### src/hdl/qpvt_pkg.sv
// shared types and constants for the quaternion pose vector transform
// no dependencies; every design file but qpvt_checker refers to it by scoped names
`timescale 1ns / 1ps
`default_nettype none

package qpvt_pkg;

    localparam int VEC_W      = 32;
    localparam int QUAT_W     = 16;
    localparam int CFG_IDX_W  = 3;
    localparam int CFG_DATA_W = 32;
    localparam int ENT_W      = 35;
    localparam int PROD_W     = 67;
    localparam int ACC_W      = 72;
    localparam int FRAC_ROT   = 28;
    localparam int FRAC_W     = 16;

    typedef logic signed [VEC_W-1:0]  vec_t;
    typedef logic signed [QUAT_W-1:0] quat_t;
    typedef logic signed [ENT_W-1:0]  ent_t;
    typedef logic signed [ACC_W-1:0]  acc_t;

    localparam ent_t ONE_Q28 = ENT_W'(32'sd268435456);
    localparam acc_t SAT_MAX = ACC_W'(32'sh7fffffff);
    localparam acc_t SAT_MIN = ~SAT_MAX;

    typedef enum logic [CFG_IDX_W-1:0] {
        REG_QUAT_X  = 3'd0,
        REG_QUAT_Y  = 3'd1,
        REG_QUAT_Z  = 3'd2,
        REG_QUAT_W  = 3'd3,
        REG_TRANS_X = 3'd4,
        REG_TRANS_Y = 3'd5,
        REG_TRANS_Z = 3'd6
    } cfg_reg_t;

    typedef struct packed {
        vec_t x;
        vec_t y;
        vec_t z;
        vec_t w;
        logic is_dir;
    } vec_item_t;

    typedef struct packed {
        ent_t [2:0][2:0] rot;
        vec_t [2:0]      trans;
    } mat_t;

endpackage

`default_nettype wire

### src/hdl/qpvt_front.sv
// front end: takes input beats, marks direction vectors, queues them
// depends on qpvt_pkg
`timescale 1ns / 1ps
`default_nettype none

module qpvt_front #(
    parameter int DEPTH = 2
) (
    input  wire                      clk,
    input  wire                      rst_n,
    input  wire                      start,
    output logic                     busy,
    input  wire  qpvt_pkg::vec_t     vec_x,
    input  wire  qpvt_pkg::vec_t     vec_y,
    input  wire  qpvt_pkg::vec_t     vec_z,
    input  wire  qpvt_pkg::vec_t     vec_w,
    output logic                     pop,
    output qpvt_pkg::vec_item_t      item
);

    localparam int PTR_W = (DEPTH > 1) ? $clog2(DEPTH) : 1;
    localparam int CNT_W = $clog2(DEPTH + 1);

    qpvt_pkg::vec_item_t q_reg [DEPTH];
    qpvt_pkg::vec_item_t in_item;

    logic [PTR_W-1:0] wr_ptr_reg, wr_ptr_next;
    logic [PTR_W-1:0] rd_ptr_reg, rd_ptr_next;
    logic [CNT_W-1:0] count_reg, count_next;
    logic             busy_reg, busy_next;
    logic             push;

    assign push = start && !busy_reg;
    assign pop  = (count_reg != '0);

    always_comb
    begin
        in_item.x      = vec_x;
        in_item.y      = vec_y;
        in_item.z      = vec_z;
        in_item.w      = vec_w;
        in_item.is_dir = (vec_w == '0);
    end

    always_comb
    begin
        wr_ptr_next = wr_ptr_reg;
        rd_ptr_next = rd_ptr_reg;
        count_next  = count_reg;
        if (push)
        begin
            wr_ptr_next = (wr_ptr_reg == PTR_W'(DEPTH - 1)) ? '0 : wr_ptr_reg + 1'b1;
        end
        if (pop)
        begin
            rd_ptr_next = (rd_ptr_reg == PTR_W'(DEPTH - 1)) ? '0 : rd_ptr_reg + 1'b1;
        end
        if (push && !pop)
        begin
            count_next = count_reg + 1'b1;
        end
        else if (pop && !push)
        begin
            count_next = count_reg - 1'b1;
        end
        busy_next = (count_next == CNT_W'(DEPTH));
    end

    always_ff @(posedge clk or negedge rst_n)
    begin
        if (!rst_n)
        begin
            wr_ptr_reg <= '0;
            rd_ptr_reg <= '0;
            count_reg  <= '0;
            busy_reg   <= 1'b1;
        end
        else
        begin
            wr_ptr_reg <= wr_ptr_next;
            rd_ptr_reg <= rd_ptr_next;
            count_reg  <= count_next;
            busy_reg   <= busy_next;
        end
    end

    always_ff @(posedge clk)
    begin
        if (push)
        begin
            q_reg[wr_ptr_reg] <= in_item;
        end
    end

    assign item = q_reg[rd_ptr_reg];
    assign busy = busy_reg;

endmodule

`default_nettype wire

### config.mk
export PLATFORM = sky130hd
export DESIGN_NAME = qpvt_front
export DESIGN_NICKNAME = d
export VERILOG_FILES = /design/src/hdl/qpvt_pkg.sv /design/src/hdl/qpvt_front.sv
export SDC_FILE = /design/constraint.sdc
export NUM_CORES = 1
export LEC_CHECK = 0
export BUFFER_PORTS_ARGS = -buffer_cell sky130_fd_sc_hd__buf_2
export CAP_MARGIN = 10
export CELL_PAD_IN_SITES_DETAIL_PLACEMENT = 1
export CELL_PAD_IN_SITES_GLOBAL_PLACEMENT = 1
export CORE_UTILIZATION = 44
export CTS_CLUSTER_SIZE = 40
export DETAILED_ROUTE_END_ITERATION = 8
export GPL_ROUTABILITY_DRIVEN = 0
export PLACE_DENSITY_LB_ADDON = 0.1
export SYNTH_ARGS = -nofsm -noshare
export SYNTH_HDL_FRONTEND = slang
export SYNTH_SLANG_ARGS = --single-unit
### constraint.sdc
create_clock -name clk -period 8.1 [get_ports clk]
set_input_delay 1.62 -clock clk [delete_from_list [all_inputs] [get_ports clk]]
set_output_delay 1.62 -clock clk [all_outputs]
set_load 0.05 [all_outputs]
==> metrics <==
leakage=0.00448 uW; H-tree depth=1; CTS clk-pin slew, worst paths=0.06 ns; most frequent cells in the layout=buf_2, edfxtp_1, mux2_2, clkbuf_16, clkinv_1; Pwr Total=5140 uW; r2r startpoint=busy; R2R depth=3; via count=5,029; status=completed; total setup buffers inserted after CTS=0; Clk Latency, worst-skew pair=0.52 ns; Worst Path Arrival=3.13 ns; vias per std cell=4.95; Hold Startpoint=wr_ptr_reg; minimum clock period=4.75 ns; DR WL/cell=19.6 um; WHS Path Cells=1; commonest non-fill, non-tap cell in the layout=buf_2; Final TNS setup=0 ns; post-synthesis compound-gate area fraction=0.00389; final net count=851; Seq/Total Area, Yosys=0.816; final WL=20,000 um; Max Slew Vio Count=0; mux cell area share after synthesis=0.151; Worst setup SP type=flip-flop; first-pass GRT wire length=29,700 um; largest fanout on the critical path=71; HP Class=reg2reg; worst-margin pin slew=1.16 ns; type of the worst setup path=reg2out; highest clock rate=0.210 GHz; R2R Path End=q_reg[0][21]; Area Overhead vs Synth=25.6%; count of unique library cells instantiated by Yosys=23; combinational family with the most area after synthesis=multiplexers; PortBufs=261; adder-cell share of the synthesized area=0.00246; CTS Buf Count=28; CORE AREA=21,300 um^2; number of flip-flops in the largest register=258; Post-DRT Antenna Nets=0; synthesized area per cell=22.0 um^2; cell area after synthesis=9650 um^2; CTS root buf=clkbuf_16; VDD IR max=0.245 mV; Starting Density=0.453; Die Wd=150 um; Max-slew headroom=0.228; First-pass DRT Iterations=5; CTS sink cnt=263; Ys Warns=0; initial antenna violation count=5; Fin. Hold Viols=0; CP endpoint kind=output port; clk buf depth=3; DP Wirelength=13,300 um; Clock Skew=0.00950 ns; Synth Area in XOR/XNOR=0.00363; fin crit share=0.587; vias in the first global route=5,391; pwr/cell area=424 nW/um^2; CTS tree=done; IO Count=262; GRT Residual Overflow=0; layout cells sized above 1=0.590; fin util=0.569; R2R setup slack=5.68 ns; Worst EP required=6.48 ns; row count=53; RSZ-0062 raised after global routing=false; # DRC=0; Max-Cap Viols=0; Hold EP=wr_ptr_reg; Initial DRC Count=193; synthesized netlist cell count=439; hold_buf cts=0; Post-Synth Simple-Gate Area=0.0106; Net Count, Synth=571; final setup fails=0; Post-CTS Resized=0; flops & latches, synth=263; largest net degree at the start of global routing=93; Die Footprint=22,500 um^2; GRT Resource Usage Total=0.174; Die Y=150 um
-- how the worst max path moves through the flow --
stage	start	to	slack (ns)
3_3_place_gp	rd_ptr_reg	item[21]	3.94
2_1_floorplan	start	q_reg[0][0]	0.29
6_report	rd_ptr_reg	item[21]	3.35
4_1_cts	rd_ptr_reg	item[21]	3.35
5_1_grt	rd_ptr_reg	item[21]	3.20
3_5_place_dp	rd_ptr_reg	item[21]	3.91
-- cell families after synthesis --
group,Yosys count
adder cells (fa/ha/maj),2
XOR/XNOR,4
AO/OA/AOI/OAI,6
buffers and inverters,19
flip-flops,263
multiplexers,129
AND/OR/NAND/NOR,16
-- metrics by stage --
| stage | setup WS, ns | cells | hold WS, ns | area [um^2] |
|---|---|---|---|---|
| 6_report | 3.35 | 1016 | 0.548 | 12100 |
| 5_1_grt | 3.20 | 1014 | 0.602 | 12100 |
| 4_1_cts | 3.35 | 1011 | 0.555 | 12100 |
| 3_5_place_dp | 3.91 | 964 | 0.542 | 11300 |
| 3_3_place_gp | 3.94 | 964 | 0.538 | 11300 |
| 2_1_floorplan | 0.287 | 439 | 0.467 | 9650 |
-- cell usage after synthesis (all sizes together) --
cell,number,area [um^2]
mux2,129,1450
dfstp,1,26.3
nor3b,1,7.51
a31oi,1,6.26
ha,1,12.5
o21ai,1,5.00
maj3,1,11.3
a21oi,2,10.0
xnor2,4,35.0
a22oi,1,7.51
edfxtp,258,7750
nand2b,1,13.8
buf,15,106
nor2,3,11.3
nor4,8,50.1
inv,4,15.0
a311oi,1,8.76
dfrtp,4,100
and3,1,7.51
nand4,2,12.5
-- where the power goes --
| part | internal, uW | switching (uW) | leakage (uW) |
|---|---|---|---|
| combinational | 548 | 1470 | 0.00163 |
| sequential | 1820 | 123 | 0.00244 |
| clock | 704 | 470 | 0.000412 |
-- cell type report --
class	count	area [um^2]
Inverter	4	15.0
Antenna cell	5	12.5
Fill cell	1971	9180
Clock inverter	14	106
Tap cell	275	344
Clock buffer	33	741
Timing Repair Buffer	265	1350
Multi-Input combinational cell	157	1670
Sequential cell	263	7880
-- critical path, cell delays in order, from the launching register on --
cell and delay, ns:
dfrtp_4 0.97, buf_4 0.86, mux2_2 0.44, buf_2 0.22
-- routing by layer --
layer | vias to the layer above | global-route usage | part of all wire
met2 | 164 | 0.304 | 0.52
met3 | 20 | 0.0485 | 0.074
li1 | 2323 | - | -
met4 | 0 | 0.0485 | 0.012
met5 | - | 0 | 0
met1 | 2522 | 0.210 | 0.40
No activity file was read; power rests on OpenSTA's default activity.
